## src/rtl/core/assert_macros.svh

```systemverilog
// ----------------------------------------------------------------------------
// Assertion macros
// Shared concurrent assertion wrappers. They compile to nothing in synthesis.
// ----------------------------------------------------------------------------
`ifndef ASSERT_MACROS_SVH
`define ASSERT_MACROS_SVH

`ifndef SYNTHESIS

// The property must hold at every clock edge outside reset.
`define DEQ_ASSERT(label, clk, rst, prop) \
   label: assert property (@(posedge clk) disable iff (rst) (prop)) \
      else $error("assertion failed: label");

// The condition must never be true outside reset.
`define DEQ_ASSERT_NEVER(label, clk, rst, cond) \
   label: assert property (@(posedge clk) disable iff (rst) !(cond)) \
      else $error("forbidden condition: label");

`else

`define DEQ_ASSERT(label, clk, rst, prop)
`define DEQ_ASSERT_NEVER(label, clk, rst, cond)

`endif

`endif

```

## src/rtl/core/deq_pkg.sv

```systemverilog
// ----------------------------------------------------------------------------
// Deque package
// Request and status codes, controller states and the command and status
// bundles shared between the deque controller and datapath.
// ----------------------------------------------------------------------------
package deq_pkg;

   localparam int REQ_TUSER_W = 3;
   localparam int RSP_TUSER_W = 2;

   typedef enum logic [REQ_TUSER_W-1:0] {
      OP_PUSH_FRONT = 3'd0,
      OP_PUSH_BACK  = 3'd1,
      OP_POP_FRONT  = 3'd2,
      OP_POP_BACK   = 3'd3,
      OP_PEEK_FRONT = 3'd4,
      OP_PEEK_BACK  = 3'd5
   } req_op_type;

   typedef enum logic [RSP_TUSER_W-1:0] {
      RSP_OK    = 2'd0,
      RSP_EMPTY = 2'd1,
      RSP_FULL  = 2'd2
   } rsp_status_type;

   typedef enum logic {
      S_IDLE = 1'b0,
      S_LOAD = 1'b1
   } deq_state_type;

   // Commands from the controller to the datapath.
   typedef struct packed {
      logic           exec;      // request taken this cycle
      logic           do_op;     // request is carried out (not refused)
      req_op_type     op;        // request code as received
      rsp_status_type status;    // status of this request
      logic           load_rsp;  // move pending result to the output register
   } deq_cmd_type;

   // Status from the datapath to the controller.
   typedef struct packed {
      logic full;
      logic empty;
   } deq_stat_type;

endpackage

```

## src/rtl/core/deq_ctrl.sv

```systemverilog
// ----------------------------------------------------------------------------
// Deque controller
// Takes one request at a time, decides its status and sequences the result
// into the output register.
// ----------------------------------------------------------------------------
module deq_ctrl (
   input  logic                 clock,
   input  logic                 reset,
   input  logic                 req_tvalid,
   output logic                 req_tready,
   input  logic [2:0]           req_tuser,
   output logic                 rsp_tvalid,
   input  logic                 rsp_tready,
   input  deq_pkg::deq_stat_type stat,
   output deq_pkg::deq_cmd_type  cmd
);
   import deq_pkg::*;

   deq_state_type state_ff;
   deq_state_type state_in;
   logic          rsp_valid_ff;
   logic          rsp_valid_in;
   req_op_type    op;
   logic          is_push;
   logic          is_read;

   assign op = req_op_type'(req_tuser);

   always_comb begin
      is_push = 1'b0;
      is_read = 1'b0;
      unique case (op)
         OP_PUSH_FRONT, OP_PUSH_BACK: begin
            is_push = 1'b1;
         end
         OP_POP_FRONT, OP_POP_BACK, OP_PEEK_FRONT, OP_PEEK_BACK: begin
            is_read = 1'b1;
         end
         default: begin
            // Unknown codes are answered with ok and leave the queue alone.
         end
      endcase
   end

   always_ff @(posedge clock) begin
      if (reset) begin
         state_ff     <= S_IDLE;
         rsp_valid_ff <= 1'b0;
      end else begin
         state_ff     <= state_in;
         rsp_valid_ff <= rsp_valid_in;
      end
   end

   always_comb begin
      state_in   = state_ff;
      req_tready = 1'b0;
      cmd        = '0;
      unique case (state_ff)
         S_IDLE: begin
            req_tready = 1'b1;
            if (req_tvalid) begin
               cmd.exec = 1'b1;
               cmd.op   = op;
               priority if (is_push && stat.full) begin
                  cmd.status = RSP_FULL;
               end else if (is_read && stat.empty) begin
                  cmd.status = RSP_EMPTY;
               end else begin
                  cmd.status = RSP_OK;
                  cmd.do_op  = 1'b1;
               end
               state_in = S_LOAD;
            end
         end
         S_LOAD: begin
            if (!rsp_valid_ff || rsp_tready) begin
               cmd.load_rsp = 1'b1;
               state_in     = S_IDLE;
            end
         end
         default: begin
            state_in = S_IDLE;
         end
      endcase
   end

   always_comb begin
      if (cmd.load_rsp) begin
         rsp_valid_in = 1'b1;
      end else if (rsp_tready) begin
         rsp_valid_in = 1'b0;
      end else begin
         rsp_valid_in = rsp_valid_ff;
      end
   end

   assign rsp_tvalid = rsp_valid_ff;

endmodule

```

## src/rtl/core/deq_dpath.sv

```systemverilog
// ----------------------------------------------------------------------------
// Deque datapath
// Slot memory, head index, entry count, pending result and output register.
// ----------------------------------------------------------------------------
module deq_dpath #(
   parameter int DEPTH  = 16,
   parameter int DATA_W = 32,
   parameter int IDX_W  = (DEPTH > 1) ? $clog2(DEPTH) : 1,
   parameter int CNT_W  = $clog2(DEPTH + 1)
) (
   input  logic                  clock,
   input  logic                  reset,
   input  logic [DATA_W-1:0]     push_data,
   input  deq_pkg::deq_cmd_type  cmd,
   output deq_pkg::deq_stat_type stat,
   output logic [1:0]            rsp_status,
   output logic [DATA_W-1:0]     rsp_data,
   output logic [CNT_W-1:0]      rsp_count
);
   import deq_pkg::*;

   localparam int SUM_W = CNT_W + 1;

   logic [DATA_W-1:0] slot_mem_ff [DEPTH];
   logic [DATA_W-1:0] rdata_ff;
   logic [IDX_W-1:0]  head_ff;
   logic [IDX_W-1:0]  head_in;
   logic [CNT_W-1:0]  count_ff;
   logic [CNT_W-1:0]  count_in;
   rsp_status_type    pend_status_ff;
   logic              pend_zero_ff;
   logic              pend_zero_in;
   logic [1:0]        out_status_ff;
   logic [DATA_W-1:0] out_data_ff;
   logic [CNT_W-1:0]  out_count_ff;

   logic [IDX_W-1:0]  head_m1;
   logic [IDX_W-1:0]  head_p1;
   logic [SUM_W-1:0]  tail_sum;
   logic [SUM_W-1:0]  last_sum;
   logic [IDX_W-1:0]  tail_slot;
   logic [IDX_W-1:0]  last_slot;
   logic [IDX_W-1:0]  waddr;
   logic [IDX_W-1:0]  raddr;
   logic              wen;
   logic              ren;

   // Neighbors of the head and the two back positions, wrapped by one
   // compare and subtract since every sum stays below twice the depth.
   assign head_m1 = (head_ff == '0) ? IDX_W'(DEPTH - 1) : head_ff - 1'b1;
   assign head_p1 = (head_ff == IDX_W'(DEPTH - 1)) ? '0 : head_ff + 1'b1;

   assign tail_sum = SUM_W'(head_ff) + SUM_W'(count_ff);
   assign last_sum = tail_sum - 1'b1;

   assign tail_slot = (tail_sum >= SUM_W'(DEPTH)) ?
                      IDX_W'(tail_sum - SUM_W'(DEPTH)) : IDX_W'(tail_sum);
   assign last_slot = (last_sum >= SUM_W'(DEPTH)) ?
                      IDX_W'(last_sum - SUM_W'(DEPTH)) : IDX_W'(last_sum);

   assign stat.full  = (count_ff == CNT_W'(DEPTH));
   assign stat.empty = (count_ff == '0);

   always_comb begin
      head_in      = head_ff;
      count_in     = count_ff;
      waddr        = head_m1;
      raddr        = head_ff;
      wen          = 1'b0;
      ren          = 1'b0;
      pend_zero_in = 1'b1;
      if (cmd.exec && cmd.do_op) begin
         unique case (cmd.op)
            OP_PUSH_FRONT: begin
               wen      = 1'b1;
               waddr    = head_m1;
               head_in  = head_m1;
               count_in = count_ff + 1'b1;
            end
            OP_PUSH_BACK: begin
               wen      = 1'b1;
               waddr    = tail_slot;
               count_in = count_ff + 1'b1;
            end
            OP_POP_FRONT: begin
               ren          = 1'b1;
               raddr        = head_ff;
               pend_zero_in = 1'b0;
               head_in      = head_p1;
               count_in     = count_ff - 1'b1;
            end
            OP_POP_BACK: begin
               ren          = 1'b1;
               raddr        = last_slot;
               pend_zero_in = 1'b0;
               count_in     = count_ff - 1'b1;
            end
            OP_PEEK_FRONT: begin
               ren          = 1'b1;
               raddr        = head_ff;
               pend_zero_in = 1'b0;
            end
            OP_PEEK_BACK: begin
               ren          = 1'b1;
               raddr        = last_slot;
               pend_zero_in = 1'b0;
            end
            default: begin
            end
         endcase
      end
   end

   always_ff @(posedge clock) begin
      if (wen) begin
         slot_mem_ff[waddr] <= push_data;
      end
      if (ren) begin
         rdata_ff <= slot_mem_ff[raddr];
      end
   end

   always_ff @(posedge clock) begin
      if (reset) begin
         head_ff  <= '0;
         count_ff <= '0;
      end else begin
         head_ff  <= head_in;
         count_ff <= count_in;
      end
   end

   always_ff @(posedge clock) begin
      if (cmd.exec) begin
         pend_status_ff <= cmd.status;
         pend_zero_ff   <= pend_zero_in;
      end
      if (cmd.load_rsp) begin
         out_status_ff <= pend_status_ff;
         out_data_ff   <= pend_zero_ff ? '0 : rdata_ff;
         out_count_ff  <= count_ff;
      end
   end

   assign rsp_status = out_status_ff;
   assign rsp_data   = out_data_ff;
   assign rsp_count  = out_count_ff;

endmodule

```

## src/rtl/core/double_ended_queue_core.sv

```systemverilog
// ----------------------------------------------------------------------------
// Double-ended queue core
// Bounded deque of DATA_W-bit words in a circular slot memory, with push,
// pop and peek at either end and a status and entry count per request.
// ----------------------------------------------------------------------------
//
//   Channel   Direction  tdata (low bit up)               tuser
//   req_      in         push_data                        req_type
//   rsp_      out        read_data, entry_count           status
//
// In the accept cycle a request reads or writes the slot memory through its
// single port and updates head and count; the load state that follows then
// moves the result into the output register.
// The core takes the next request while a finished response still waits in
// the output register; it holds in its load state only when a second result
// is ready before the first one has been taken.
// reset is synchronous and active high; it empties the queue and drops any
// pending response. The slot memory is not cleared, and no slot is read
// before it has been written.
//
module double_ended_queue_core #(
   parameter int DEPTH  = 16,
   parameter int DATA_W = 32
) (
   input  logic                                   clock,
   input  logic                                   reset,
   // Request channel.
   input  logic                                   req_tvalid,
   output logic                                   req_tready,
   // [DATA_W-1:0] push_data, zero padded to whole bytes.
   input  logic [((DATA_W + 7) / 8) * 8 - 1:0]    req_tdata,
   // [2:0] req_type.
   input  logic [deq_pkg::REQ_TUSER_W-1:0]        req_tuser,
   // Response channel.
   output logic                                   rsp_tvalid,
   input  logic                                   rsp_tready,
   // [DATA_W-1:0] read_data, then entry_count, zero padded to whole bytes.
   output logic [((DATA_W + $clog2(DEPTH + 1) + 7) / 8) * 8 - 1:0] rsp_tdata,
   // [1:0] status.
   output logic [deq_pkg::RSP_TUSER_W-1:0]        rsp_tuser
);
   import deq_pkg::*;

   localparam int IDX_W       = (DEPTH > 1) ? $clog2(DEPTH) : 1;
   localparam int CNT_W       = $clog2(DEPTH + 1);
   localparam int RSP_TDATA_W = ((DATA_W + CNT_W + 7) / 8) * 8;

   deq_cmd_type       cmd;
   deq_stat_type      stat;
   logic [1:0]        rsp_status;
   logic [DATA_W-1:0] rsp_data;
   logic [CNT_W-1:0]  rsp_count;
   logic              cmd_is_push;

   // The controller owns the handshakes and decides each request's status.
   deq_ctrl u_ctrl (
      .clock      (clock),
      .reset      (reset),
      .req_tvalid (req_tvalid),
      .req_tready (req_tready),
      .req_tuser  (req_tuser),
      .rsp_tvalid (rsp_tvalid),
      .rsp_tready (rsp_tready),
      .stat       (stat),
      .cmd        (cmd)
   );

   // The datapath holds the slots, the head and count, and the result.
   deq_dpath #(
      .DEPTH  (DEPTH),
      .DATA_W (DATA_W),
      .IDX_W  (IDX_W),
      .CNT_W  (CNT_W)
   ) u_dpath (
      .clock      (clock),
      .reset      (reset),
      .push_data  (req_tdata[DATA_W-1:0]),
      .cmd        (cmd),
      .stat       (stat),
      .rsp_status (rsp_status),
      .rsp_data   (rsp_data),
      .rsp_count  (rsp_count)
   );

   assign rsp_tdata = RSP_TDATA_W'({rsp_count, rsp_data});
   assign rsp_tuser = rsp_status;

   assign cmd_is_push = (cmd.op == OP_PUSH_FRONT) || (cmd.op == OP_PUSH_BACK);

`include "assert_macros.svh"

   // A full queue that is also empty means the count went out of range.
   `DEQ_ASSERT_NEVER(a_full_and_empty, clock, reset, stat.full && stat.empty)

   // Only a push is ever refused because the queue is full.
   `DEQ_ASSERT(a_full_only_push, clock, reset, (cmd.exec && cmd.status == RSP_FULL) |-> cmd_is_push)

   // Loading the output register always presents a response next cycle.
   `DEQ_ASSERT(a_load_shows_rsp, clock, reset, cmd.load_rsp |=> rsp_tvalid)

   // A reported count never exceeds the depth.
   `DEQ_ASSERT(a_count_in_range, clock, reset, rsp_tvalid |-> (rsp_count <= CNT_W'(DEPTH)))

endmodule

```

## config.mk

```make
export PLATFORM = sky130hd
export DESIGN_NAME = double_ended_queue_core
export DESIGN_NICKNAME = d
export VERILOG_FILES = /design/src/rtl/core/deq_pkg.sv /design/src/rtl/core/deq_ctrl.sv /design/src/rtl/core/deq_dpath.sv /design/src/rtl/core/double_ended_queue_core.sv
export VERILOG_INCLUDE_DIRS = /design/src /design/src/rtl/core
export SDC_FILE = /design/constraint.sdc
export NUM_CORES = 1
export LEC_CHECK = 0
export BUFFER_PORTS_ARGS = -buffer_cell sky130_fd_sc_hd__buf_2
export CORE_ASPECT_RATIO = 0.6
export CORE_MARGIN = 2
export CORE_UTILIZATION = 50
export DETAILED_ROUTE_END_ITERATION = 7
export PLACE_DENSITY = 0.67
export SYNTH_ARGS = -nofsm -noshare
export SYNTH_HDL_FRONTEND = slang
export SYNTH_SLANG_ARGS = --single-unit
```

## constraint.sdc

```tcl
create_clock -name clock -period 6.6 [get_ports clock]
set_input_delay 1.32 -clock clock [delete_from_list [all_inputs] [get_ports clock]]
set_output_delay 1.32 -clock clock [all_outputs]
set_load 0.005 [all_outputs]
```

**After elaboration in Yosys (flattened, before gate mapping)**

Memory sizes are Yosys's and may differ from the RTL's. A register that Yosys moved wholly into a read port is not among the register bits.
Index checks and enable logic that the tools add are counted.
Widths: inputs -> output; s select.

- Bits in registers: 53
- Latch bits: 0
- Memory bits (writable): 512
- Bits in read-only memories: 0
- Output and inout bits: 44
- Word-level logic and storage cells: 90
- Memories kept: 1

Memory list:

| name | depth | width | rd ports | clocked after memory_dff | wr ports | line | source |
|---|---|---|---|---|---|---|---|
| u_dpath.slot_mem_ff | 16 | 32 | 1 | 1 | 1 | deq_dpath.sv:24 | `logic [DATA_W-1:0] slot_mem_ff [DEPTH];` |

- Add/sub/neg operators: 8
- Multiply operators: 0
- Divide/modulo/power cells: 0
- Order comparisons: 2
- Equality and inequality tests: 12
- Shift operators: 0
- Multiplexer cells: 33
- Bitwise gates (word level): 2
- Reduce and logical (&&, ||, !) cells: 22

Operator list:

| cell | number |
|---|---|
| $mux 4 | 8 |
| $mux 1 | 19 |
| $mux 7 | 2 |
| $eq 3x2->1 const B | 4 |
| $eq 3x3->1 const B | 4 |
| $ge 6x5->1 const B | 2 |
| $sub 4x1->4 const B | 3 |
| $pmux 5 s2 | 1 |
| $reduce_or 2->1 | 5 |
| $pmux 4 s2 | 1 |
| $reduce_or 4->1 | 2 |
| $add 4x5->6 | 1 |
| $eq 3x1->1 const B | 2 |
| $logic_not 3->1 | 2 |
| $reduce_bool 2->1 | 3 |
| $sub 6x1->6 const B | 1 |
| $add 5x1->5 const B | 1 |
| $eq 5x5->1 const B | 1 |
| $logic_not 5->1 | 1 |
| $sub 5x1->5 const B | 1 |
| $add 4x1->4 const B | 1 |
| $eq 4x4->1 const B | 1 |
| $logic_not 4->1 | 1 |
| $reduce_and 2->1 | 2 |
| 7 further kinds | 10 |

**Logic depth before layout (Yosys ltp)**

- Word-level depth: 14
- Gate-level depth with buffers: 13

**Cells and area by module**

From an unflattened synthesis, not the netlist that was laid out.

- Cell total of the unflattened synthesis: 1,818
- Area total of the unflattened synthesis: 24,462.2 um^2

By module, submodules not included:

| module | instances | cells each | area an instance (um^2) | seq. area each (um^2) |
|---|---|---|---|---|
| deq_dpath | 1 | 1,793 | 24,252.0 | 17,777.0 |
| deq_ctrl | 1 | 21 | 183.9 | 40.0 |
| double_ended_queue_core | 1 | 4 | 26.3 | 0.0 |

**Least setup slack after synthesis**

OpenSTA, ideal clock, no wires.

- Kind: input to register
- Start point: in req_tuser[1] (netlist bit)
- End point: reg u_dpath.rdata_ff[11] (read register of u_dpath.slot_mem_ff), data pin
- Arrival time: 4.508 ns
- Required time: 6.340 ns
- Path slack: 1.832 ns
- Cell stages on the path: 11
- Buffers on the path: 2
- Cell sequence: inv_1 -> ha_1 -> mux2_4 -> a211oi_4 -> nand2_4 -> o21ai_2 -> buf_6 -> buf_6 -> mux4_2 -> o22ai_1 -> nor3_2

- Longest elaborated chain between the ends: 10

Ends and longest elaborated chain:

| element | line | source |
|---|---|---|
| from (decl) | double_ended_queue_core.sv:33 | `input logic [deq_pkg::REQ_TUSER_W-1:0] req_tuser,` |
| $eq 3x2->1 / $eq 3x3->1 (equally long branches) | deq_ctrl.sv:32 | `unique case (op)` |
| $reduce_or 4->1 | deq_ctrl.sv:32 |  |
| $mux 1 | deq_ctrl.sv:32 |  |
| $logic_and 1x1->1 | deq_ctrl.sv:67 | `end else if (is_read && stat.empty) begin` |
| $mux 1 | deq_ctrl.sv:67 |  |
| $mux 1 | deq_ctrl.sv:65 | `priority if (is_push && stat.full) begin` |
| $mux 7 (*) | deq_ctrl.sv:62 | `if (req_tvalid) begin` |
| $mux 7 (*) | deq_ctrl.sv:59 | `unique case (state_ff)` |
| $logic_and 1x1->1 | deq_dpath.sv:72 | `if (cmd.exec && cmd.do_op) begin` |
| $mux 1 (*) | deq_dpath.sv:72 |  |
| net u_dpath.ren | deq_dpath.sv:46 | `logic ren;` |
| to (decl) | deq_dpath.sv:25 | `logic [DATA_W-1:0] rdata_ff;` |

Mark *: on every way through the listed nets, which the timed path passes. The rest lies on a longest branch.
A chain may end at the register's enable or synchronous reset.

**Worst setup path in the final report**

- Start point: in req_tuser[1] (netlist bit)
- End point: mem u_dpath.slot_mem_ff[12][28] (enable)

- Longest elaborated chain between the ends: 12

Ends and longest elaborated chain:

| element | line | source |
|---|---|---|
| $eq 3x2->1 / $eq 3x3->1 (equally long branches) | deq_ctrl.sv:32 |  |
| $reduce_or 4->1 | deq_ctrl.sv:32 |  |
| $mux 1 | deq_ctrl.sv:32 |  |
| $logic_and 1x1->1 | deq_ctrl.sv:67 |  |
| $mux 1 | deq_ctrl.sv:67 |  |
| $mux 1 | deq_ctrl.sv:65 |  |
| $mux 7 (*) | deq_ctrl.sv:62 |  |
| $mux 7 (*) | deq_ctrl.sv:59 |  |
| $logic_and 1x1->1 | deq_dpath.sv:72 |  |
| $mux 1 | deq_dpath.sv:72 |  |
| $mux 1 | deq_dpath.sv:115 | `if (wen) begin` |
| $mux 1 (not written as such) | deq_dpath.sv:116 | `slot_mem_ff[waddr] <= push_data;` |
| to (decl) | deq_dpath.sv:24 |  |

Mark *: on every way between the ends. The rest lies on a longest branch, timed or not.

==> out/results.tsv <==
metric	value	unit
drt-met1-wl	23600	um
max_cap_violations	0	
overflow	0	
cts_made_buffers	52	
tns	0	ns
synthXorXnorAreaFrac	0.00615	
hp-class	flop to flop	
synth.area.top_cells	edfxtp_1, mux4_2, mux2i_1	
met2_length	22400	um
fin_util	0.574	
cts_resized	0	
grt_setup_unrepaired	false	
synth_top_family_by_area	multiplexers	
dieWidth	282	um
p_leak	8.37	nW
cts_root_buf	clkbuf_16	
cts_tree	built	
yosys-top-cells-count	edfxtp_1, nand2_1, mux2i_1	
worstSetupPathType	input pin to flop	
startpoint_type	input pin	
status	finished, final reports clean	
worst_ep_arrival_time	4.68	ns
drtPass1Iterations	5	
synth_compound_area_frac	0.0506	
drive_above_1_share	0.245	
synth_fa_ha_area_frac	0.00766	
synth_ff_type	edfxtp_1	
grt_pass1_wl	75800	um
wl_per_cell	25.1	um
post-cts-setup-buffers	0	
yosysUniqueCellTypes	53	
whs_path_depth	0	
dp_hpwl	29600	um
dr_wl_met3	3820	um
synth.most_common_cell	edfxtp_1	
max-vdd-ir-drop	0.000198	V
antenna_found_initial	1	
reg2regPathDepth	12	
io_buffers	79	
core_area	0.0460	mm^2
cp-end-kind	flop	
vias	11808	
max_slew_margin	0.140	
synth-edff-count	586	
fin_skew	0.0139	ns
crit_fanout	17	
finalHoldViolations	0	
synth-simple-area-share	0.0567	
cp.required	6.87	ns
syn_area	0.0232	mm^2
wirelength	50800	um
yosysWarnings	0	
cts_sinks	597	
period_needed	4.41	ns
postSynthCellCount	1233	
yosysTopAreaCell	edfxtp_1	
seq_area_frac_synth	0.768	
syn2layout_area_growth	13.9	%
avgViaCountPerCell	5.85	
final_area	0.0264	mm^2
dpl_cell_area	0.0246	mm^2
row_count	61	
power	8.02	mW
syn_avg_cell_area	18.8	um^2
p_per_area	304	mW/mm^2
cts.path.max_buffers	3	
ctsHoldBuffers	0	
hold_start	u_dpath.pend_status_ff[1]	
tightest_slew	1.28	ns
clk_latency	0.58	ns
finalWorstSetupSlack	2.19	ns
place_ws	1.66	ns
worstHoldEndpoint	u_dpath.rsp_status[1]	
r2r_slack	2.24	ns
reg2reg_from	u_dpath.head_ff[0]	
antenna_left	0	
drt_iter0_markers	1255	
setup-violations-final	0	
cts-htree-levels	2	
r2r-end	u_dpath.rdata_ff[23]	
ys_seq_elements	597	
dieArea	0.0482	mm^2
drc	0	
max_freq	0.227	GHz
grt_max_degree	45	
nets	1399	
clkTransAtPathRegs	0.07	ns
grt_pass1_vias	11789	
whs	0.423	ns
io_pins	83	
dp.cells	1923	
synth-async-reset-ratio	0	
initial_core_util	0.504	
fp.dieH	171	um
fin_crit_sh	0.668	
final_max_slew_viol_count	0	
muxShareOfSynthArea	0.0936	
grt.total_usage	0.216	
layoutNonFillerInstCount	2019	
top_layer_used	met4	
yosysTopAreaCellShare	0.759	
gp_congestion	0.796	
==> critical path: stages <==
cell and delay, ns:
buf_2 0.12, inv_1 0.07, ha_1 0.31, mux2_4 0.29
a21oi_1 0.14, nand2_1 0.24, nor2_1 0.21, nand2_1 0.18
mux2_2 0.34, nand2b_1 0.34, nor2_4 0.80, buf_12 0.29
==> cell families (layout without fill, tap and decap cells) <==
group / count (synthesis) / in the layout
DFF: 597 / 597
and+or+nand+nor: 260 / 260
muxes: 136 / 136
AOI/OAI and AO/OA: 135 / 135
buffers and inverters: 78 / 230
adders and majority gates: 13 / 13
xor gates and xnor gates: 13 / 13
other: 1 / 5
==> worst max path at each step <==
stage / startpoint / endpoint / slack [ns] / cells past startpoint
floorplan: req_tuser[1] / u_dpath.rdata_ff[11] / 1.83 / 11
global placement: req_tuser[1] / u_dpath.slot_mem_ff[15][25] / 1.65 / 12
detailed placement: req_tuser[1] / u_dpath.slot_mem_ff[12][28] / 1.66 / 12
CTS: req_tuser[1] / u_dpath.slot_mem_ff[12][23] / 2.26 / 12
global route: u_dpath.head_ff[0] / u_dpath.rdata_ff[31] / 1.98 / 12
finish: req_tuser[1] / u_dpath.slot_mem_ff[12][28] / 2.19 / 12
==> flip-flops by register name, indices dropped and copies added, names as in the netlist <==
signal                  cells
u_dpath.slot_mem_ff       512
u_dpath.rdata_ff           32
u_dpath.rsp_data           32
u_dpath.count_ff            5
u_dpath.rsp_count           5
u_dpath.head_ff             4
u_dpath.pend_status_ff      2
u_dpath.rsp_status          2
u_ctrl.rsp_tvalid           1
u_ctrl.state_ff             1
u_dpath.pend_zero_ff        1
==> layout by cell type, fill, tap and decap left out, types with 9 or more instances in the layout <==
cell type and n:
a21oi_1 12, a32o_1 64, buf_2 79, buf_4 38, bufinv_16 9, clkbuf_16 53, clkinv_1 10, clkinv_2 10
dfxtp_1 11, edfxtp_1 586, ha_1 11, inv_1 14, mux2i_1 69, mux4_2 64, nand2_1 140, nor2_1 19
nor2_4 20, nor2b_1 32, nor3_2 30, o22ai_1 21, o22ai_2 12
==> where the power goes <==
group | switching [mW] | internal (mW) | leakage (nW)
Combinational | 0.368 | 0.244 | 2.13
Clock | 1.34 | 1.82 | 0.857
Sequential | 0.0211 | 4.22 | 5.38
Total | 1.73 | 6.28 | 8.37
==> area by class of cell <==
class	count	area, um^2
well taps	630	788
clock inverters	34	399
diodes	2	5.00
repair buffers	122	781
fillers	3383	19600
clock buffers	60	1350
flip-flops and latches	597	17800
inverters	14	52.6
multi-input cells	560	5210
==> layer usage <==
layer | up-vias | track usage
li1 | 5139 | -
met3 | 80 | 0.0427
met4 | 0 | 0.0543
met5 | - | 0
met1 | 6151 | 0.334
met2 | 438 | 0.316
Note: power is estimated with default switching activity, not from simulation.
